==> config.mk <==
export PLATFORM = sky130hd
export DESIGN_NAME = doubly_linked_list_manager
export DESIGN_NICKNAME = d
export VERILOG_FILES = /design/src/rtl/dllm_pkg.sv /design/src/rtl/dllm_ctrl.sv /design/src/rtl/dllm_dp.sv /design/src/rtl/doubly_linked_list_manager.sv
export VERILOG_INCLUDE_DIRS = /design/src /design/src/rtl
export SDC_FILE = /design/constraint.sdc
export NUM_CORES = 2
export LEC_CHECK = 0
export ABC_AREA = 1
export BUFFER_PORTS_ARGS = -buffer_cell sky130_fd_sc_hd__buf_2
export CAP_MARGIN = 10
export CORE_MARGIN = 3
export CORE_UTILIZATION = 45
export DETAILED_ROUTE_END_ITERATION = 7
export PLACE_DENSITY = 0.71
export SETUP_SLACK_MARGIN = 0.15
export SLEW_MARGIN = 10
export SYNTH_ARGS = -nofsm -noshare
export SYNTH_HDL_FRONTEND = slang
export SYNTH_SLANG_ARGS = --single-unit
==> constraint.sdc <==
create_clock -name clk -period 6.55 [get_ports clk]
set_input_delay 1.31 -clock clk [delete_from_list [all_inputs] [get_ports clk]]
set_output_delay 1.31 -clock clk [all_outputs]
set_load 0.03 [all_outputs]
==> src/rtl/assert_macros.svh <==
// Assertion helpers shared by the RTL. Empty when SYNTH is defined.
`ifndef ASSERT_MACROS_SVH
`define ASSERT_MACROS_SVH

`ifndef SYNTH

// cond must hold at every clock edge out of reset
`define ASSERT_ALWAYS(lbl, clk, rstn, cond, msg) \
    lbl: assert property (@(posedge clk) disable iff (!(rstn)) (cond)) else $error(msg);

// cons must hold in the same cycle as ante
`define ASSERT_IMPLIES(lbl, clk, rstn, ante, cons, msg) \
    lbl: assert property (@(posedge clk) disable iff (!(rstn)) (ante) |-> (cons)) \
        else $error(msg);

// cons must hold in the cycle after ante
`define ASSERT_NEXT(lbl, clk, rstn, ante, cons, msg) \
    lbl: assert property (@(posedge clk) disable iff (!(rstn)) (ante) |=> (cons)) \
        else $error(msg);

`else

`define ASSERT_ALWAYS(lbl, clk, rstn, cond, msg)
`define ASSERT_IMPLIES(lbl, clk, rstn, ante, cons, msg)
`define ASSERT_NEXT(lbl, clk, rstn, ante, cons, msg)

`endif

`endif

==> src/rtl/dllm_pkg.sv <==
`timescale 1ns / 1ps
`default_nettype none

package dllm_pkg;

    localparam int POOL_NODES_DEF = 32;
    localparam int DATA_WIDTH_DEF = 32;

    // port field widths
    localparam int OP_W     = 2;
    localparam int NODE_W   = 5;
    localparam int WORD_W   = 32;
    localparam int STATUS_W = 2;
    localparam int COUNT_W  = 6;

    localparam logic [OP_W-1:0] OP_INS_AFTER  = 2'd0;
    localparam logic [OP_W-1:0] OP_INS_BEFORE = 2'd1;
    localparam logic [OP_W-1:0] OP_REMOVE     = 2'd2;
    localparam logic [OP_W-1:0] OP_CLEAR      = 2'd3;

    localparam logic [STATUS_W-1:0] ST_OK        = 2'd0;
    localparam logic [STATUS_W-1:0] ST_NO_HANDLE = 2'd1;
    localparam logic [STATUS_W-1:0] ST_POOL_FULL = 2'd2;
    localparam logic [STATUS_W-1:0] ST_NOT_ALLOC = 2'd3;

    typedef struct packed {
        logic load;      // latch the input beat, read the node's links
        logic exec;      // check, allocate/free, first link writes
        logic link;      // second link writes of an insert
        logic out_load;  // capture the result beat
    } dllm_cmd_t;

    typedef struct packed {
        logic two_step;  // current operation needs the second link pass
    } dllm_sts_t;

endpackage

`default_nettype wire

==> src/rtl/dllm_ctrl.sv <==
`timescale 1ns / 1ps
`default_nettype none

`include "assert_macros.svh"

module dllm_ctrl
    import dllm_pkg::*;
(
    input  wire logic      clk,
    input  wire logic      rst_n,
    input  wire logic      in_valid,
    output logic           in_stall,
    output logic           out_valid,
    input  wire logic      out_stall,
    output dllm_cmd_t      cmd,
    input  wire dllm_sts_t sts
);

    localparam logic [1:0] S_IDLE = 2'd0;
    localparam logic [1:0] S_EXEC = 2'd1;
    localparam logic [1:0] S_LINK = 2'd2;
    localparam logic [1:0] S_DONE = 2'd3;

    logic [1:0] state_reg, state_next;
    logic       out_valid_reg, out_valid_next;
    logic       accept;
    logic       out_free;

    assign in_stall  = (state_reg != S_IDLE);
    assign accept    = in_valid && !in_stall;
    assign out_free  = !out_valid_reg || !out_stall;
    assign out_valid = out_valid_reg;

    always_comb
    begin
        state_next   = state_reg;
        cmd          = '0;
        cmd.load     = accept;
        unique case (state_reg)
            S_IDLE:
            begin
                if (accept)
                begin
                    state_next = S_EXEC;
                end
            end
            S_EXEC:
            begin
                cmd.exec   = 1'b1;
                state_next = sts.two_step ? S_LINK : S_DONE;
            end
            S_LINK:
            begin
                cmd.link   = 1'b1;
                state_next = S_DONE;
            end
            S_DONE:
            begin
                // result waits here until the output register frees up
                if (out_free)
                begin
                    cmd.out_load = 1'b1;
                    state_next   = S_IDLE;
                end
            end
            default:
            begin
                state_next = S_IDLE;
            end
        endcase
    end

    always_comb
    begin
        out_valid_next = out_valid_reg;
        if (cmd.out_load)
        begin
            out_valid_next = 1'b1;
        end
        else if (out_valid_reg && !out_stall)
        begin
            out_valid_next = 1'b0;
        end
    end

    always_ff @(posedge clk or negedge rst_n)
    begin
        if (!rst_n)
        begin
            state_reg     <= S_IDLE;
            out_valid_reg <= 1'b0;
        end
        else
        begin
            state_reg     <= state_next;
            out_valid_reg <= out_valid_next;
        end
    end

    `ASSERT_IMPLIES(a_no_overwrite, clk, rst_n, cmd.out_load, !out_valid_reg || !out_stall, "result beat overwritten while stalled")
    `ASSERT_NEXT(a_accept_exec, clk, rst_n, accept, state_reg == S_EXEC, "accepted beat did not start execution")
    `ASSERT_NEXT(a_link_done, clk, rst_n, state_reg == S_LINK, state_reg == S_DONE && !in_stall == 1'b0, "link pass not followed by result")

endmodule

`default_nettype wire

==> src/rtl/dllm_dp.sv <==
`timescale 1ns / 1ps
`default_nettype none

`include "assert_macros.svh"

module dllm_dp
    import dllm_pkg::*;
#(
    parameter int POOL_NODES = POOL_NODES_DEF,
    parameter int DATA_WIDTH = DATA_WIDTH_DEF
)
(
    input  wire logic                clk,
    input  wire logic                rst_n,
    input  wire dllm_cmd_t           cmd,
    output dllm_sts_t                sts,
    input  wire logic [OP_W-1:0]     operation,
    input  wire logic                has_node,
    input  wire logic [NODE_W-1:0]   node,
    input  wire logic [WORD_W-1:0]   data_in,
    output logic [STATUS_W-1:0]      status,
    output logic [NODE_W-1:0]        new_node,
    output logic [WORD_W-1:0]        removed_data,
    output logic [COUNT_W-1:0]       count,
    output logic [NODE_W-1:0]        head_node,
    output logic [NODE_W-1:0]        tail_node,
    output logic                     list_empty
);

    localparam int IDX_W = $clog2(POOL_NODES);
    localparam int LNK_W = $clog2(POOL_NODES + 1);
    localparam logic [LNK_W-1:0] NO_LINK = LNK_W'(POOL_NODES);

    // link and data stores, no reset
    logic [LNK_W-1:0]      next_mem [POOL_NODES];
    logic [LNK_W-1:0]      prev_mem [POOL_NODES];
    logic [DATA_WIDTH-1:0] data_mem [POOL_NODES];

    logic [LNK_W-1:0]      nxt_rd_reg;
    logic [LNK_W-1:0]      prv_rd_reg;
    logic [DATA_WIDTH-1:0] dat_rd_reg;

    logic                  nxt_we, prv_we, dat_we;
    logic [IDX_W-1:0]      nxt_wa, prv_wa, dat_wa;
    logic [LNK_W-1:0]      nxt_wd, prv_wd;

    // latched input beat
    logic [OP_W-1:0]       op_reg;
    logic                  has_reg;
    logic                  rng_reg;
    logic [IDX_W-1:0]      ref_reg;
    logic [DATA_WIDTH-1:0] din_reg;

    logic [IDX_W-1:0]      rd_idx;
    logic                  in_rng;

    // list state
    logic [POOL_NODES-1:0] alloc_reg, alloc_next;
    logic [IDX_W-1:0]      head_reg, head_next;
    logic [IDX_W-1:0]      tail_reg, tail_next;
    logic [LNK_W-1:0]      cnt_reg, cnt_next;
    logic [IDX_W-1:0]      free_idx_reg, free_idx_next;
    logic                  full_reg, full_next;

    // per-operation results
    logic [STATUS_W-1:0]   status_reg;
    logic [IDX_W-1:0]      new_reg;
    logic [DATA_WIDTH-1:0] removed_reg;

    // output beat
    logic [STATUS_W-1:0]   out_status_reg;
    logic [NODE_W-1:0]     out_new_reg;
    logic [WORD_W-1:0]     out_removed_reg;
    logic [COUNT_W-1:0]    out_count_reg;
    logic [NODE_W-1:0]     out_head_reg;
    logic [NODE_W-1:0]     out_tail_reg;
    logic                  out_empty_reg;

    logic                  is_ins, nonempty, live, ok;
    logic [STATUS_W-1:0]   st;

    assign rd_idx = IDX_W'(node);
    assign in_rng = (32'(node) < 32'(POOL_NODES));

    always_ff @(posedge clk)
    begin
        if (cmd.load)
        begin
            nxt_rd_reg <= next_mem[rd_idx];
            prv_rd_reg <= prev_mem[rd_idx];
            dat_rd_reg <= data_mem[rd_idx];
            op_reg     <= operation;
            has_reg    <= has_node;
            rng_reg    <= in_rng;
            ref_reg    <= rd_idx;
            din_reg    <= DATA_WIDTH'(data_in);
        end
    end

    always_ff @(posedge clk)
    begin
        if (nxt_we)
        begin
            next_mem[nxt_wa] <= nxt_wd;
        end
        if (prv_we)
        begin
            prev_mem[prv_wa] <= prv_wd;
        end
        if (dat_we)
        begin
            data_mem[dat_wa] <= din_reg;
        end
    end

    // lowest free index, registered; settles well before the next operation
    always_comb
    begin
        free_idx_next = '0;
        full_next     = 1'b1;
        for (int i = POOL_NODES - 1; i >= 0; i--)
        begin
            if (!alloc_reg[i])
            begin
                free_idx_next = IDX_W'(i);
                full_next     = 1'b0;
            end
        end
    end

    assign is_ins   = (op_reg == OP_INS_AFTER) || (op_reg == OP_INS_BEFORE);
    assign nonempty = (cnt_reg != '0);
    assign live     = rng_reg && alloc_reg[ref_reg];

    always_comb
    begin
        st = ST_OK;
        unique case (op_reg) inside
            OP_INS_AFTER, OP_INS_BEFORE:
            begin
                if (!has_reg && nonempty)
                begin
                    st = ST_NO_HANDLE;
                end
                else if (full_reg)
                begin
                    st = ST_POOL_FULL;
                end
                else if (nonempty && !live)
                begin
                    st = ST_NOT_ALLOC;
                end
            end
            OP_REMOVE:
            begin
                if (!has_reg || !nonempty)
                begin
                    st = ST_NO_HANDLE;
                end
                else if (!live)
                begin
                    st = ST_NOT_ALLOC;
                end
            end
            default:
            begin
                st = ST_OK;
            end
        endcase
    end

    assign ok           = (st == ST_OK);
    assign sts.two_step = ok && is_ins && nonempty;

    always_comb
    begin
        alloc_next = alloc_reg;
        head_next  = head_reg;
        tail_next  = tail_reg;
        cnt_next   = cnt_reg;
        nxt_we     = 1'b0;
        prv_we     = 1'b0;
        dat_we     = 1'b0;
        nxt_wa     = '0;
        prv_wa     = '0;
        dat_wa     = '0;
        nxt_wd     = '0;
        prv_wd     = '0;
        if (cmd.exec && ok)
        begin
            unique case (op_reg) inside
                OP_INS_AFTER, OP_INS_BEFORE:
                begin
                    alloc_next[free_idx_reg] = 1'b1;
                    cnt_next = cnt_reg + 1'b1;
                    dat_we   = 1'b1;
                    dat_wa   = free_idx_reg;
                    nxt_we   = 1'b1;
                    nxt_wa   = free_idx_reg;
                    prv_we   = 1'b1;
                    prv_wa   = free_idx_reg;
                    if (!nonempty)
                    begin
                        nxt_wd    = NO_LINK;
                        prv_wd    = NO_LINK;
                        head_next = free_idx_reg;
                        tail_next = free_idx_reg;
                    end
                    else if (op_reg == OP_INS_AFTER)
                    begin
                        nxt_wd = nxt_rd_reg;
                        prv_wd = LNK_W'(ref_reg);
                        if (nxt_rd_reg == NO_LINK)
                        begin
                            tail_next = free_idx_reg;
                        end
                    end
                    else
                    begin
                        prv_wd = prv_rd_reg;
                        nxt_wd = LNK_W'(ref_reg);
                        if (prv_rd_reg == NO_LINK)
                        begin
                            head_next = free_idx_reg;
                        end
                    end
                end
                OP_REMOVE:
                begin
                    alloc_next[ref_reg] = 1'b0;
                    cnt_next = cnt_reg - 1'b1;
                    if (ref_reg == head_reg || prv_rd_reg == NO_LINK)
                    begin
                        if (nxt_rd_reg != NO_LINK)
                        begin
                            head_next = IDX_W'(nxt_rd_reg);
                            prv_we    = 1'b1;
                            prv_wa    = IDX_W'(nxt_rd_reg);
                            prv_wd    = NO_LINK;
                        end
                        else
                        begin
                            head_next = '0;
                            tail_next = '0;
                        end
                    end
                    else
                    begin
                        nxt_we = 1'b1;
                        nxt_wa = IDX_W'(prv_rd_reg);
                        nxt_wd = nxt_rd_reg;
                        if (nxt_rd_reg != NO_LINK)
                        begin
                            prv_we = 1'b1;
                            prv_wa = IDX_W'(nxt_rd_reg);
                            prv_wd = prv_rd_reg;
                        end
                        else
                        begin
                            tail_next = IDX_W'(prv_rd_reg);
                        end
                    end
                end
                default:
                begin
                    alloc_next = '0;
                    head_next  = '0;
                    tail_next  = '0;
                    cnt_next   = '0;
                end
            endcase
        end
        else if (cmd.link)
        begin
            // hook the new node into its neighbors
            if (op_reg == OP_INS_AFTER)
            begin
                nxt_we = 1'b1;
                nxt_wa = ref_reg;
                nxt_wd = LNK_W'(new_reg);
                if (nxt_rd_reg != NO_LINK)
                begin
                    prv_we = 1'b1;
                    prv_wa = IDX_W'(nxt_rd_reg);
                    prv_wd = LNK_W'(new_reg);
                end
            end
            else
            begin
                prv_we = 1'b1;
                prv_wa = ref_reg;
                prv_wd = LNK_W'(new_reg);
                if (prv_rd_reg != NO_LINK)
                begin
                    nxt_we = 1'b1;
                    nxt_wa = IDX_W'(prv_rd_reg);
                    nxt_wd = LNK_W'(new_reg);
                end
            end
        end
    end

    always_ff @(posedge clk or negedge rst_n)
    begin
        if (!rst_n)
        begin
            alloc_reg    <= '0;
            head_reg     <= '0;
            tail_reg     <= '0;
            cnt_reg      <= '0;
            free_idx_reg <= '0;
            full_reg     <= 1'b0;
        end
        else
        begin
            alloc_reg    <= alloc_next;
            head_reg     <= head_next;
            tail_reg     <= tail_next;
            cnt_reg      <= cnt_next;
            free_idx_reg <= free_idx_next;
            full_reg     <= full_next;
        end
    end

    always_ff @(posedge clk)
    begin
        if (cmd.exec)
        begin
            status_reg  <= st;
            new_reg     <= (ok && is_ins) ? free_idx_reg : '0;
            removed_reg <= (ok && op_reg == OP_REMOVE) ? dat_rd_reg : '0;
        end
        if (cmd.out_load)
        begin
            out_status_reg  <= status_reg;
            out_new_reg     <= NODE_W'(new_reg);
            out_removed_reg <= WORD_W'(removed_reg);
            out_count_reg   <= COUNT_W'(cnt_reg);
            out_head_reg    <= nonempty ? NODE_W'(head_reg) : '0;
            out_tail_reg    <= nonempty ? NODE_W'(tail_reg) : '0;
            out_empty_reg   <= !nonempty;
        end
    end

    assign status       = out_status_reg;
    assign new_node     = out_new_reg;
    assign removed_data = out_removed_reg;
    assign count        = out_count_reg;
    assign head_node    = out_head_reg;
    assign tail_node    = out_tail_reg;
    assign list_empty   = out_empty_reg;

    `ASSERT_ALWAYS(a_count_marks, clk, rst_n, $countones(alloc_reg) == cnt_reg, "node count disagrees with allocation marks")
    `ASSERT_IMPLIES(a_empty_ends, clk, rst_n, cnt_reg == '0, head_reg == '0 && tail_reg == '0, "empty list with stale head or tail")
    `ASSERT_IMPLIES(a_head_live, clk, rst_n, cnt_reg != '0, alloc_reg[head_reg] && alloc_reg[tail_reg], "head or tail node not allocated")

endmodule

`default_nettype wire

==> src/rtl/doubly_linked_list_manager.sv <==
// Doubly linked list held in a fixed pool of POOL_NODES nodes; handles are
// pool indices and a new node always takes the lowest free index.
// Input channel (in_valid / in_stall): one beat per operation carrying
// operation, has_node, node and data_in. Output channel (out_valid /
// out_stall): exactly one result beat per operation, in order, with status,
// new_node, removed_data and the count, head and tail after the operation.
// One operation is in flight at a time. An accepted beat goes through the
// exec step, the link step for an insert into a non-empty list, whose
// neighbor links need a second write pass through the single write port of
// each link memory, and then the done step that registers the result. A new
// beat is accepted only after the previous result has been registered.
// While out_stall holds a result, the next operation is still accepted and
// executed; its result waits until the output register is taken, and
// in_stall stays high meanwhile.
// Reset frees every node and empties the list. Link and data memories are
// not cleared; only the links and data of allocated nodes are ever used.
`timescale 1ns / 1ps
`default_nettype none

module doubly_linked_list_manager
    import dllm_pkg::*;
#(
    parameter int POOL_NODES = POOL_NODES_DEF,
    parameter int DATA_WIDTH = DATA_WIDTH_DEF
)
(
    input  wire logic                clk,
    input  wire logic                rst_n,
    input  wire logic                in_valid,
    output logic                     in_stall,
    input  wire logic [OP_W-1:0]     operation,
    input  wire logic                has_node,
    input  wire logic [NODE_W-1:0]   node,
    input  wire logic [WORD_W-1:0]   data_in,
    output logic                     out_valid,
    input  wire logic                out_stall,
    output logic [STATUS_W-1:0]      status,
    output logic [NODE_W-1:0]        new_node,
    output logic [WORD_W-1:0]        removed_data,
    output logic [COUNT_W-1:0]       count,
    output logic [NODE_W-1:0]        head_node,
    output logic [NODE_W-1:0]        tail_node,
    output logic                     list_empty
);

    dllm_cmd_t cmd;
    dllm_sts_t sts;

    dllm_ctrl u_ctrl (
        .clk       (clk),
        .rst_n     (rst_n),
        .in_valid  (in_valid),
        .in_stall  (in_stall),
        .out_valid (out_valid),
        .out_stall (out_stall),
        .cmd       (cmd),
        .sts       (sts)
    );

    dllm_dp #(
        .POOL_NODES (POOL_NODES),
        .DATA_WIDTH (DATA_WIDTH)
    ) u_dp (
        .clk          (clk),
        .rst_n        (rst_n),
        .cmd          (cmd),
        .sts          (sts),
        .operation    (operation),
        .has_node     (has_node),
        .node         (node),
        .data_in      (data_in),
        .status       (status),
        .new_node     (new_node),
        .removed_data (removed_data),
        .count        (count),
        .head_node    (head_node),
        .tail_node    (tail_node),
        .list_empty   (list_empty)
    );

endmodule

`default_nettype wire

==> metrics.txt <==
status=complete, but fails checks; failing checks=DRC; Avg Vias per Cell=between 6 and 7; final wirelength=about 170000 µm; xor/xnor cell area share of the yosys netlist=less than 1%; Post-synth ARST share=3.47%; dpl ws=1.45 ns; MaxCap Viol Count=0; most common cell after layout, fill and taps aside=edfxtp_1; synthesized instance count=4773; Area Overhead vs Synth=12.4%; fin crit share=80.2%; Regs by FF count=u_dp.data_mem (1024), u_dp.next_mem (192), u_dp.prev_mem (192); Worst Tran Pin Value=1.22 ns; Post-DRT Antenna Nets=0; area of the multi-input gates=13900 µm²; die area=148000 µm²; P_sw=6650 µW; DR vias=~41000; Rel. slew slack=between 10% and 20%; Clk Latency, worst-skew pair=0.80 ns; CTS tree=done; total number of yosys warnings=0; power density over the cells=345 nW/µm²; gpl congestion=0.929; most used flip-flop cell after synthesis=edfxtp_1; total chip power=25100 µW; Layout fillers=11600; post-layout util=a little over 50%; vias in the first global route=39300; CP Buf/Inv Count=3; Distinct cells, synth=49; Synth Register Bits=about 1600; most frequent CP cell=nand2_1; largest family of logic cells by synthesized area=compound AO/OA/AOI/OAI gates; Max IR drop VDD=301 µV; R2R depth=19; Achievable Freq=0.190 GHz; final-report max-slew violation count=0; Die Y=385 µm; GRT Total Usage=22.7%; core area=around 140000 µm²; Critical Path Sink=u_dp.next_mem[26][2]; Critical Path, Cell by Cell=nand2_1 > inv_1 > a22o_1 > o21ai_1 > nand2_1 > nor2_1 > nand4_1 > or2_1 > o21ai_1 > a21boi_1 > inv_2 > nor2_4 > nand2_4 > nand2_1 > o22ai_1 > nand2_1 > inv_1 > nand2_1 > nor2_1; Inserted Clock Buffers=about 160; Starting Density=45.4%; Post-synth EDFFs=1587; Seq pwr share=52.4%; switching portion of total power=26.5%; DP Cell Count=~6500; postcts setup bufs=0; Compound-Gate Fraction of Synth Area=around an eighth; final hold violations=0; drt wl/cell=25.0 µm; Nets=4857; CP Data Arrival Time=5.67 ns; syn_area_per_cell=13.5 µm²; post-route non-filler standard cell count=6829; simple-gate area share of the yosys netlist=7.85%; internal power=about 18000 µW; H-Tree Depth=4; RSZ-0062 raised after global routing=false; crit path launch=u_dp.ref_reg[1]; cts repair resizes=0; Die Span X=385 µm; Max clock buf depth=3; most flop-heavy register=u_dp.data_mem; worst-case clock skew=about 0.028 ns; R2R Path Start=u_dp.ref_reg[1]; Synth Net Count=4827; layout cell share with drive strength beyond 1=between 10% and 20%; Logic pwr share=11.4%; CP Data Required Time=6.97 ns; most frequent cells in the layout=edfxtp_1, nor2_1, o21ai_0, o221ai_1, clkbuf_16; Congestion Overflow GR=0; Crit path max-delay family=simple AND/OR/NAND/NOR gates; mux contribution to synthesized area=0%; adder-cell share of the synthesized area=less than 1%; initial antenna violation count=7; Fin Setup TNS=0 ns; register area=about 50000 µm²; crit-path max FO=32; CTS Root Cell=clkbuf_16; DP HPWL=~96000 µm; largest net degree at the start of global routing=roughly 160; HP Class=flip-flop to flip-flop; Worst R2R Setup Slack=approximately 1.3 ns; WP depth=19; WS Path Type=flip-flop to flip-flop; CTS Hold Bufs=0; drt first pass iters=8; max reg flops=around 1000; worst setup slack after layout=1.30 ns; Ports=approximately 100; Crit-path slowest cell=nand2_1; Post-Syn Area=~65000 µm²; Seq/Total Area, Yosys=76.0%; Port-buffer cells=101; Setup crit end kind=flip-flop; CP max stage delay=0.56 ns; Std-Cell Rows=138; DRC viols=2; initial DRC count=5294; clock network power share=36.2%; CP startpoint kind=flip-flop; Final min period=5.25 ns; first-pass GRT wire length=about 250000 µm; Pleak=0.0234 µW; RR Endpoint=u_dp.next_mem[26][2]; clock slew at reported path FFs=0.06 ns; final setup fails=0; Sink Count=1644
-- worst min-delay path by stage --
stage | end | start | cells after the start
2_1_floorplan | u_dp.removed_data[0] | u_dp.removed_reg[0] | 0
3_3_place_gp | u_dp.removed_data[11] | u_dp.removed_reg[11] | 0
5_1_grt | u_dp.removed_data[13] | u_dp.removed_reg[13] | 0
6_report | u_dp.removed_data[8] | u_dp.removed_reg[8] | 0
4_1_cts | u_dp.removed_data[11] | u_dp.removed_reg[11] | 0
3_5_place_dp | u_dp.removed_data[1] | u_dp.removed_reg[1] | 0
-- kinds of logic after synthesis --
group / after synthesis
buffers and inverters: 472
adder cells (fa/ha/maj): 10
XOR/XNOR: 3
flip-flops: 1644
AND/OR/NAND/NOR: 1267
AO/OA/AOI/OAI: 1377
-- worst reg2reg max path: cells and delay by family (launching register included) --
family | cells | cell delay (ns)
AO/OA/AOI/OAI | 5 | 1.06
buffers and inverters | 3 | 0.44
flip-flops | 1 | 0.49
AND/OR/NAND/NOR | 11 | 2.89
-- power groups by stage --
stage | sequential [µW] | combinational [µW] | clock, µW
floorplan | 13400 | 1460 | 0
global placement | 13300 | 2800 | 0
detailed placement | 13400 | 2850 | 0
CTS | 13100 | 2860 | 9190
global route | 13200 | 3110 | 9620
finish | 13100 | 2870 | 9080
-- layer usage --
layer | vias to the layer above | wire [µm] | share of wire (%) | track usage (%)
li1 | 18200 | - | - | -
met1 | 20400 | 68800 | 40 | 31.7
met2 | 2386 | 80200 | 47 | 36.2
met3 | 365 | 15800 | 9.2 | 3.81
met4 | 4 | 6040 | 3.5 | 8.17
met5 | - | 22 | 0.013 | 0
-- synthesized netlist by cell type, types with 2 or more instances --
cell / count / area, µm²
edfxtp_1: 1587 / 47700
nor2_1: 931 / 3490
o21ai_0: 831 / 4160
clkbuf_1: 308 / 1160
o221ai_1: 272 / 2380
nand2_1: 160 / 601
inv_1: 132 / 495
nand3_1: 117 / 586
o22ai_1: 100 / 626
a31oi_1: 67 / 419
dfrtp_1: 57 / 1430
a32oi_1: 40 / 350
nor3_1: 29 / 145
a21oi_1: 19 / 95.1
buf_1: 13 / 48.8
nor3_2: 13 / 130
inv_2: 10 / 37.5
ha_1: 9 / 113
o22ai_2: 9 / 113
o32a_1: 9 / 90.1
nor4_1: 7 / 43.8
a22oi_1: 6 / 45.0
o21ai_1: 5 / 25.0
buf_2: 4 / 20.0
a22o_1: 3 / 26.3
buf_6: 3 / 33.8
nand4_1: 3 / 18.8
o22a_1: 3 / 26.3
a211oi_1: 2 / 15.0
a21o_1: 2 / 15.0
nor2_2: 2 / 12.5
o211ai_1: 2 / 15.0
xnor2_1: 2 / 17.5
-- final cells by class --
cell class | instances | share of cell area (%)
timing repair buffer | 196 | 1.97
inverter | 143 | 0.779
antenna | 1 | 0.00345
clock buffer | 203 | 5.84
clock inverter | 95 | 1.33
sequential | 1644 | 67.6
multi-input combinational | 2657 | 19.2
tap | 1890 | 3.26
-- per-stage QoR --
| step | instance area, µm² | hold WS (ns) |
|---|---|---|
| after global placement | 67400 | 0.403 |
| final | 72600 | 0.416 |
| after detailed placement | 67400 | 0.405 |
| after global routing | 72600 | 0.427 |
| after CTS | 72600 | 0.419 |
| after floorplan | 64600 | 0.400 |
Power figures use the tool's default switching activity.
